$ cat src/hdl/acwu_pkg.sv
// acwu_pkg: shared constants, codes and command/status types for the
// accumulator calculator with undo. no dependencies.
package acwu_pkg;

    localparam int DATA_W        = 48;
    localparam int FRAC_W        = 16;
    localparam int FUNC_W        = 3;
    localparam int HISTORY_DEPTH = 64;
    localparam int HIST_AW       = (HISTORY_DEPTH > 1) ? $clog2(HISTORY_DEPTH) : 1;
    localparam int CNT_W         = $clog2(HISTORY_DEPTH + 1);
    localparam int HALF_W        = DATA_W / 2;
    localparam int PROD_W        = 2 * DATA_W;
    localparam int QUO_W         = DATA_W + FRAC_W;
    localparam int SATIN_W       = PROD_W - FRAC_W;
    localparam int STEP_W        = $clog2(QUO_W);
    localparam int MUL_STEPS     = 5;

    localparam logic [DATA_W-1:0] DATA_MIN = {1'b1, {(DATA_W-1){1'b0}}};
    localparam logic [DATA_W-1:0] DATA_MAX = {1'b0, {(DATA_W-1){1'b1}}};

    typedef enum logic [FUNC_W-1:0] {
        FN_ADD  = 3'd0,
        FN_SUB  = 3'd1,
        FN_MUL  = 3'd2,
        FN_DIV  = 3'd3,
        FN_UNDO = 3'd4
    } t_func;

    typedef enum logic [1:0] {
        ST_OK       = 2'd0,
        ST_DIV_ZERO = 2'd1,
        ST_EMPTY    = 2'd2,
        ST_SAT      = 2'd3
    } t_status;

    typedef enum logic [2:0] {
        S_IDLE,
        S_DECODE,
        S_MUL,
        S_DIV,
        S_UNDO_LD,
        S_COMMIT
    } t_state;

    typedef struct packed {
        logic       load;
        logic       mul_mult;
        logic       mul_acc;
        logic [1:0] mul_idx;
        logic       div_step;
        logic       commit;
        logic       undo_rd;
        logic       undo_ld;
        logic       reject;
        t_status    rej_code;
    } t_cmd;

    typedef struct packed {
        logic [FUNC_W-1:0] func;
        logic              opnd_zero;
        logic              hist_empty;
    } t_dstat;

endpackage

$ cat src/hdl/acwu_ctrl.sv
// acwu_ctrl: state machine that sequences each word through the datapath.
// depends on acwu_pkg; issues t_cmd to acwu_dpath and reads t_dstat.
module acwu_ctrl import acwu_pkg::*; (
    input  logic   i_clk,
    input  logic   i_rst_n,
    input  logic   i_start,
    input  t_dstat i_stat,
    output t_cmd   o_cmd,
    output logic   o_busy
);

    t_state            r_state;
    t_state            n_state;
    logic [STEP_W-1:0] r_cnt;
    logic [STEP_W-1:0] n_cnt;

    always_ff @(posedge i_clk) begin
        if (!i_rst_n) begin
            r_state <= S_IDLE;
            r_cnt   <= '0;
        end else begin
            r_state <= n_state;
            r_cnt   <= n_cnt;
        end
    end

    always_comb begin
        n_state = r_state;
        n_cnt   = r_cnt;
        o_cmd   = '0;
        unique case (r_state)
            S_IDLE: begin
                if (i_start) begin
                    o_cmd.load = 1'b1;
                    n_state    = S_DECODE;
                end
            end
            S_DECODE: begin
                n_cnt = '0;
                unique case (i_stat.func)
                    FN_ADD, FN_SUB: n_state = S_COMMIT;
                    FN_MUL:         n_state = S_MUL;
                    FN_DIV: begin
                        if (i_stat.opnd_zero) begin
                            o_cmd.reject   = 1'b1;
                            o_cmd.rej_code = ST_DIV_ZERO;
                            n_state        = S_IDLE;
                        end else begin
                            n_state = S_DIV;
                        end
                    end
                    FN_UNDO: begin
                        if (i_stat.hist_empty) begin
                            o_cmd.reject   = 1'b1;
                            o_cmd.rej_code = ST_EMPTY;
                            n_state        = S_IDLE;
                        end else begin
                            o_cmd.undo_rd = 1'b1;
                            n_state       = S_UNDO_LD;
                        end
                    end
                    default: begin
                        o_cmd.reject   = 1'b1;
                        o_cmd.rej_code = ST_OK;
                        n_state        = S_IDLE;
                    end
                endcase
            end
            S_MUL: begin
                o_cmd.mul_mult = (r_cnt < STEP_W'(MUL_STEPS - 1));
                o_cmd.mul_idx  = r_cnt[1:0];
                o_cmd.mul_acc  = (r_cnt != '0);
                if (r_cnt == STEP_W'(MUL_STEPS - 1)) begin
                    n_state = S_COMMIT;
                end else begin
                    n_cnt = r_cnt + 1'b1;
                end
            end
            S_DIV: begin
                o_cmd.div_step = 1'b1;
                if (r_cnt == STEP_W'(QUO_W - 1)) begin
                    n_state = S_COMMIT;
                end else begin
                    n_cnt = r_cnt + 1'b1;
                end
            end
            S_UNDO_LD: begin
                o_cmd.undo_ld = 1'b1;
                n_state       = S_IDLE;
            end
            S_COMMIT: begin
                o_cmd.commit = 1'b1;
                n_state      = S_IDLE;
            end
            default: begin
                n_state = S_IDLE;
            end
        endcase
    end

    assign o_busy = (r_state != S_IDLE);

    a_accept_decode: assert property (@(posedge i_clk) disable iff (!i_rst_n)
        (r_state == S_IDLE && i_start) |=> r_state == S_DECODE)
        else $error("accepted word not decoded");

    a_finish_idle: assert property (@(posedge i_clk) disable iff (!i_rst_n)
        (r_state == S_COMMIT || r_state == S_UNDO_LD) |=> r_state == S_IDLE)
        else $error("no return to idle after result");

    a_mul_count: assert property (@(posedge i_clk) disable iff (!i_rst_n)
        r_state == S_MUL |-> r_cnt <= STEP_W'(MUL_STEPS - 1))
        else $error("multiply step count out of range");

endmodule

$ cat config.mk
export PLATFORM = sky130hd
export DESIGN_NAME = acwu_ctrl
export DESIGN_NICKNAME = d
export VERILOG_FILES = /design/src/hdl/acwu_pkg.sv /design/src/hdl/acwu_ctrl.sv
export SDC_FILE = /design/constraint.sdc
export NUM_CORES = 1
export LEC_CHECK = 0
export BUFFER_PORTS_ARGS = -buffer_cell sky130_fd_sc_hd__buf_2
export CORE_MARGIN = 8
export CORE_UTILIZATION = 43
export DETAILED_ROUTE_END_ITERATION = 10
export PLACE_DENSITY = 0.7
export SKIP_LAST_GASP = 1
export SLEW_MARGIN = 40
export SYNTH_ARGS = -nofsm -noshare
export SYNTH_HDL_FRONTEND = slang
export SYNTH_SLANG_ARGS = --single-unit
export TNS_END_PERCENT = 50
$ cat constraint.sdc
create_clock -name i_clk -period 2.2 [get_ports i_clk]
set_clock_uncertainty 0.05 [all_clocks]
set_input_delay 0.44 -clock i_clk [delete_from_list [all_inputs] [get_ports i_clk]]
set_output_delay 0.44 -clock i_clk [all_outputs]
set_load 0.01 [all_outputs]
---- Yosys cells after proc, flatten, opt, wreduce, memory -nomap -nowiden ----
Cells that the tools add are included.
W data, S select, Z words.
cells by class
  add/sub/neg operators ................... 1
  order comparisons ....................... 1
  eq/ne operators ......................... 16
  mux-type cells .......................... 23
  reduce and logical (&&, ||, !) cells .... 9
operator list
  operator               count
  $pmux W3 S4            2
  $mux W3                7
  $pmux W6 S3            1
  $eq A3 B2 Y1 const B   4
  $mux W6                2
  $ne A2 B2 Y1 const B   5
  $eq A3 B3 Y1 const B   3
  $pmux W3 S3            1
  $mux W1                8
  $add A6 B1 Y6 const B  1
  $eq A3 B1 Y1 const B   2
  $eq A6 B3 Y1 const B   1
  $eq A6 B6 Y1 const B   1
  $logic_not A3 Y1       2
  $lt A6 B3 Y1 const B   1
  $reduce_and A3 Y1      2
  $reduce_bool A3 Y1     2
  $reduce_bool A6 Y1     1
  $mux W4                1
  $reduce_or A3 Y1       1
  $mux W2                1
  $reduce_or A2 Y1       1
storage, ports and cells
  register bits ........................... 9
  input port bits ......................... 8
  output and inout bits ................... 13
  word-level logic and storage cells ...... 52

---- Longest topological paths before layout ----
Gate-level depths: netlist (run 1).
  depth after elaboration ................. 4
  depth in mapped cells ................... 7
  depth with buffers taken out ............ 7

---- Least setup slack after synthesis (run 1) ----
Ideal clock, no wire load.
  kind .................................... register to register
  start point ............................. reg r_cnt[0]
  end point ............................... reg r_cnt[5]
  library setup time ...................... 0.070 ns
  arrival ................................. 1.966 ns
  data required time ...................... 2.080 ns
  setup slack ............................. 0.114 ns
  cell stages (with the launch flop) ...... 8
  buffers on the path ..................... 0
  clock period less this slack ............ 2.086 ns
  cells stage by stage .................... dfxtp_1 > inv_1 > ha_1 > nor2b_1 > a311o_1 > or2_4 > or4_1 > a21oi_1
on the way
  cells in the longest elaborated chain, start to end .. 3
  elaborated cells between the ends (all ways) .. 9
  those cells by class .................... add/sub (1); eq/ne (4); mux (3); reduce/logical (1)
RTL lines
  element                                           RTL line                          text
  start: declaration                                acwu_ctrl.sv:14                   logic [STEP_W-1:0] r_cnt;
  start signal: assignment                          acwu_ctrl.sv:23                   r_cnt <= n_cnt;
  $add A6 B1 Y6, or another cell as far along       acwu_ctrl.sv:76, acwu_ctrl.sv:84
  $mux W6, or another cell as far along             acwu_ctrl.sv:81                   if (r_cnt == STEP_W'(QUO_W - 1)) begin
  $pmux W6 S3 or $reduce_and A3 Y1 (tied branches)  --
Several ways; a longest one is shown, not always the timed one. The select of a mux whose other input is x is not followed.
A chain may end at the register's enable or synchronous reset.

---- Worst setup path in the final report (run 1) ----
Ends and elaborated chain as after synthesis.

==> results.json, run 1 <==
{
  "area_delta_synth_final_pct": 29.8,
  "cts-root-buf": "clkbuf_4",
  "hpwl_um": 1290,
  "synth_cell_types": 33,
  "rrSetupSlack_ns": 0.08,
  "drt_iter0_drc": 26,
  "syn_avg_cell_area_um2": 7.36,
  "fp.dieArea_mm2": 0.00296,
  "total_power_uw": 524,
  "cp.required_ns": 2.35,
  "fin_nets": 122,
  "yosysTopAreaCellShare": 0.285,
  "r2r_cells": 7,
  "status": "finished, final reports clean",
  "synth.net_count": 96,
  "worst_ep_arrival_time_ns": 2.27,
  "fin_crit_ns": 2.12,
  "hold_viol": 0,
  "cts.htree.levels": 1,
  "synth_common_cells": "dfxtp_1, nand3_1, nor2_1, nor3_1, nand2_1",
  "drc_errors": 0,
  "die_h_um": 54.4,
  "multi_input_area_um2": 444,
  "yosysTopAreaCell": "dfxtp_1",
  "path_class": "reg2reg",
  "grt_antenna_before_repair": 0,
  "wl_per_cell_um": 13.6,
  "hold_class": "in2reg",
  "clkLatencyLatePin_ns": 0.27,
  "cts_buffer_depth": 2,
  "yosysMostFrequentCell": "dfxtp_1",
  "grtUsageTotal": 0.118,
  "synth_area_leaders": "dfxtp_1, nand3_1, nor3_1, nor2_1, nand2_1",
  "grt_max_degree": 9,
  "async_reset_ff_frac": 0,
  "p_leak_nw": 0.354,
  "power.density_mw_per_mm2": 638,
  "ys_seq_elements": 9,
  "seq_area_frac_synth": 0.285,
  "maxSlewViolCount": 0,
  "wl_um": 1720,
  "drv_cap": 0,
  "grt_pass1_vias": 657,
  "setup_viol": 0,
  "relSlewSlack": 0.671,
  "synth_edf_count": 0,
  "vias": 720,
  "gp_congestion": 0.821,
  "min_path_cells": 2,
  "diodes": 0,
  "grt_first_pass_wirelength_um": 2620,
  "vdd_drop_max_mv": 0.282,
  "drtPass1Iterations": 4,
  "routed_via_density": 5.67,
  "std_cell_rows": 14,
  "clock.fmax_ghz": 0.471,
  "tightest_slew_ns": 0.490,
  "grt_overflow": 0,
  "clock-sinks": 9,
  "io_buffers": 20,
  "final_util": 0.572,
  "io_pins": 21,
  "cp-start-kind": "flip-flop",
  "core-area_mm2": 0.00144,
  "end_kind": "flip-flop",
  "cts_tree": "yes",
  "syn-cell-area_um2": 633,
  "clk_pin_slew_ns": 0.07,
  "synthCells": 86,
  "synth_warnings": 0,
  "seqCellArea_um2": 185,
  "finalCritPeriodShare": 0.965,
  "cts_buffers": 3,
  "die_x_um": 54.4,
  "initial_core_util": 0.441,
  "drive_gt1_frac": 0.315,
  "detail-route-antenna-nets": 0,
  "ys.flop_type": "dfxtp_1",
  "nFillCells": 134,
  "path_max_fanout": 6,
  "rsz0062_at_grt": "yes"
}
-- cell families (layout without fill, tap and decap cells) --
kind of cell | Yosys count | after routing | synth area share
flip-flops | 9 | 9 | 0.285
AND/OR/NAND/NOR | 47 | 47 | 0.409
adder cells (fa/ha/maj) | 2 | 2 | 0.0395
buffers and inverters | 8 | 33 | 0.0494
AO/OA/AOI/OAI | 17 | 17 | 0.176
XOR/XNOR | 3 | 3 | 0.0415
-- final cells by class --
class,count,share of cell area
clock buffers,3,0.0274
clock inverters,1,0.00609
inverters,6,0.0274
multi-input cells,69,0.540
flip-flops and latches,9,0.225
well taps,16,0.0244
repair buffers,23,0.149
-- layout by cell type (no fill, tap or decap), drive strengths merged, types with 2 or more instances in the layout --
cell,n
a21oi,5
and3,2
buf,23
clkbuf,3
dfxtp,9
ha,2
inv,6
nand2,7
nand3,8
nor2,8
nor2b,2
nor3,8
nor4,2
o21a,2
o21ai,4
or3,2
xnor2,3
-- what timing repair did --
action                     CTS  global route
gates resized for setup      1             6
setup buffers                0             1
setup endpoints to repair    1             2
hold buffers                 0             0
-- sequential cells by signal (all words and copies together) (netlist names) --
| signal | flops |
|---|---|
| r_cnt | 6 |
| r_state | 3 |
-- layer usage --
layer | track usage | share of wire | up-vias
met4 | 0.0533 | 0.0099 | 0
met5 | 0 | 0 | -
met2 | 0.204 | 0.47 | 34
met3 | 0.0326 | 0.098 | 2
li1 | - | - | 361
met1 | 0.130 | 0.42 | 323
-- stage by stage --
stage                     cells  setup WS, ns    TNS, ns  hold WS (ns)  cell area, um2
after global placement      122         0.103          0         0.445             759
after CTS                   126        0.0182          0         0.409             788
after global routing        127     -0.000457  -0.000457         0.421             822
after detailed placement    122        0.0285          0         0.460             759
final                       127        0.0776          0         0.408             822
after floorplan              86         0.114          0         0.427             633
-- report_power, final --
group,switching [mW],internal [mW]
sequential,0.0101,0.176
combinational,0.114,0.0904
clock,0.0665,0.0673
-- final timing paths --
check            from          to
max          r_cnt[0]    r_cnt[5]
min           i_rst_n  r_state[0]
max reg2reg  r_cnt[0]    r_cnt[5]
min reg2reg  r_cnt[0]    r_cnt[0]
-- critical path, cell delays in order, from the launching register on --
cell     delay (ns)
dfxtp_2        0.35
inv_1          0.07
ha_1           0.20
nor2b_1        0.14
a311o_1        0.36
or2_4          0.26
or4_1          0.46
a21oi_1        0.15
Power figures use the tool's default switching activity.
==> inputs of run 2 (changes only) <==
--- a/config.mk
+++ b/config.mk
@@ -7,9 +7,9 @@
 export LEC_CHECK = 0
 export BUFFER_PORTS_ARGS = -buffer_cell sky130_fd_sc_hd__buf_2
 export CORE_MARGIN = 8
-export CORE_UTILIZATION = 43
+export CORE_UTILIZATION = 47
 export DETAILED_ROUTE_END_ITERATION = 10
-export PLACE_DENSITY = 0.7
+export PLACE_DENSITY = 0.73
 export SKIP_LAST_GASP = 1
 export SLEW_MARGIN = 40
 export SYNTH_ARGS = -nofsm -noshare
==> constraint.sdc (replaced) <==
create_clock -name i_clk -period 2.4 [get_ports i_clk]
set_clock_uncertainty 0.05 [all_clocks]
set_input_delay 0.48 -clock i_clk [delete_from_list [all_inputs] [get_ports i_clk]]
set_output_delay 0.48 -clock i_clk [all_outputs]
set_load 0.01 [all_outputs]
==> run 2 against run 1 <==
Compared with the run above:
- hold slack improved by 0.044 ns
- sequential cell count stayed put
- die area shrank 6.0%
- power shrank 14%
- via count decreased by 4.3%
- clock power decreased by 10%
- sequential power is 4% lower
- largest power group is now registers
- highest routed layer unchanged
==> results.json, run 2 (synthesis results as in run 1) <==
{
  "hpwl_um": 1300,
  "grt_pass1_vias": 631,
  "drtPass1Iterations": 4,
  "std_cell_rows": 13,
  "clkLatencyLatePin_ns": 0.26,
  "fin_area_um2": 771,
  "cts.htree.levels": 1,
  "final_util": 0.600,
  "p_leak_nw": 0.330,
  "gp_congestion": 0.831,
  "reg2reg_to": "r_cnt[5]",
  "relSlewSlack": 0.726,
  "vdd_drop_max_mv": 0.330,
  "cp.required_ns": 1.87,
  "ctsHoldBuffers": 0,
  "ctsResizeCount": 0,
  "hold_viol": 0,
  "maxSlewViolCount": 0,
  "cts-root-buf": "clkbuf_4",
  "power.density_mw_per_mm2": 584,
  "wl_per_cell_um": 13.3,
  "postCtsSetupRepairBufs": 0,
  "seqCellArea_um2": 181,
  "top_register": "r_cnt",
  "crit_start": "r_state[1]",
  "drc_errors": 0,
  "die_h_um": 52.7,
  "mostFrequentLayoutCells": "buf_2, nor2_1, nor3_1, nand3_1, dfxtp_1",
  "grtUsageTotal": 0.127,
  "tightest_slew_ns": 0.408,
  "path_class": "reg2out",
  "drt_iter0_drc": 16,
  "r2r_cells": 7,
  "io_pins": 21,
  "wl_um": 1640,
  "critPathCapture": "o_cmd[4]",
  "fin_crit_ns": 2.29,
  "detail-route-antenna-nets": 0,
  "grt_overflow": 0,
  "cts_buffers": 3,
  "status": "finished, final reports clean",
  "nFillCells": 120,
  "die_x_um": 52.7,
  "multi_input_area_um2": 422,
  "grt_max_degree": 12,
  "initial_core_util": 0.493,
  "grt_first_pass_wirelength_um": 2630,
  "rrSetupSlack_ns": 0.22,
  "hold_class": "in2reg",
  "place_area_um2": 743,
  "finalCritPeriodShare": 0.952,
  "reg.largest.list": "r_cnt: 6 flops, r_state: 3 flops",
  "r2r_start": "r_cnt[0]",
  "worst_ep_arrival_time_ns": 1.76,
  "path_max_fanout": 11,
  "core-area_mm2": 0.00128,
  "clk_pin_slew_ns": 0.06,
  "fin_nets": 119,
  "cp-start-kind": "flip-flop",
  "fp.dieArea_mm2": 0.00278,
  "hold_ws_ns": 0.453,
  "vias": 689,
  "clock.fmax_ghz": 0.437,
  "cts_buffer_depth": 2,
  "drive_gt1_frac": 0.259,
  "diodes": 0,
  "area_delta_synth_final_pct": 21.7,
  "setup_viol": 0,
  "end_kind": "output port",
  "clock-sinks": 9,
  "cts_tree": "yes",
  "routed_via_density": 5.60,
  "drv_cap": 0,
  "io_buffers": 20,
  "mostFrequentLayoutCell": "buf_2",
  "largest_reg_flops": 6,
  "grt_antenna_before_repair": 0
}
[run 2: changes by cell type in the layout (fill, tap and decap cells not counted)]
| cell | before | now |
|---|---|---|
| clkbuf_1 | 0 | 1 |
| nor4bb_4 | 1 | 0 |
| clkinv_2 | 1 | 0 |
| dfxtp_4 | 1 | 0 |
| nor4bb_1 | 0 | 1 |
| buf_4 | 3 | 0 |
| dfxtp_1 | 7 | 8 |
| nor2_4 | 1 | 0 |
| nor2_1 | 7 | 8 |
[run 2: stage by stage]
| stage | setup WS (ns) | setup TNS, ns | instances | power (mW) |
|---|---|---|---|---|
| 5_1_grt | -0.00232 | -0.00232 | 123 | 0.483 |
| 6_report | 0.114 | 0 | 123 | 0.450 |
| 3_5_place_dp | 0.230 | 0 | 119 | 0.332 |
| 2_1_floorplan | 0.314 | 0 | 86 | 0.284 |
| 3_3_place_gp | 0.256 | 0 | 119 | 0.330 |
| 4_1_cts | 0.0636 | 0 | 123 | 0.449 |
[run 2: report_power, final]
| group | internal, mW | switching [mW] |
|---|---|---|
| clock network | 0.0642 | 0.0556 |
| registers | 0.160 | 0.0187 |
| logic | 0.0655 | 0.0861 |
| total | 0.290 | 0.160 |
[run 2: layer usage]
layer	part of all wire	track usage	vias to the layer above	routed length, um
met3	0.067	0.0455	4	110
met1	0.45	0.141	312	739
met2	0.46	0.208	19	755
li1	-	-	354	-
met5	0	0	-	0
met4	0.021	0.0647	0	34
[run 2: final cells by class]
| type | instances | share of cell area |
|---|---|---|
| Multi-Input combinational cell | 69 | 0.547 |
| Timing Repair Buffer | 20 | 0.130 |
| Inverter | 6 | 0.0292 |
| Sequential cell | 9 | 0.235 |
| Tap cell | 15 | 0.0244 |
| Clock buffer | 4 | 0.0341 |
[run 2: worst max-delay path, cell delays in order (launching register included)]
cell	delay [ns]
dfxtp_1	0.41
or3_4	0.44
nor2_1	0.17
nor4bb_1	0.29
buf_2	0.18
[run 2: how the worst min path moves through the flow]
stage                  start         end  slack (ns)  depth (start not counted)
floorplan           r_cnt[5]    r_cnt[5]        0.43                          2
global placement    r_cnt[5]    r_cnt[5]        0.45                          2
detailed placement  r_cnt[5]    r_cnt[5]        0.47                          2
CTS                  i_rst_n  r_state[0]        0.46                          2
global route         i_rst_n  r_state[0]        0.45                          2
finish               i_rst_n  r_state[0]        0.45                          2
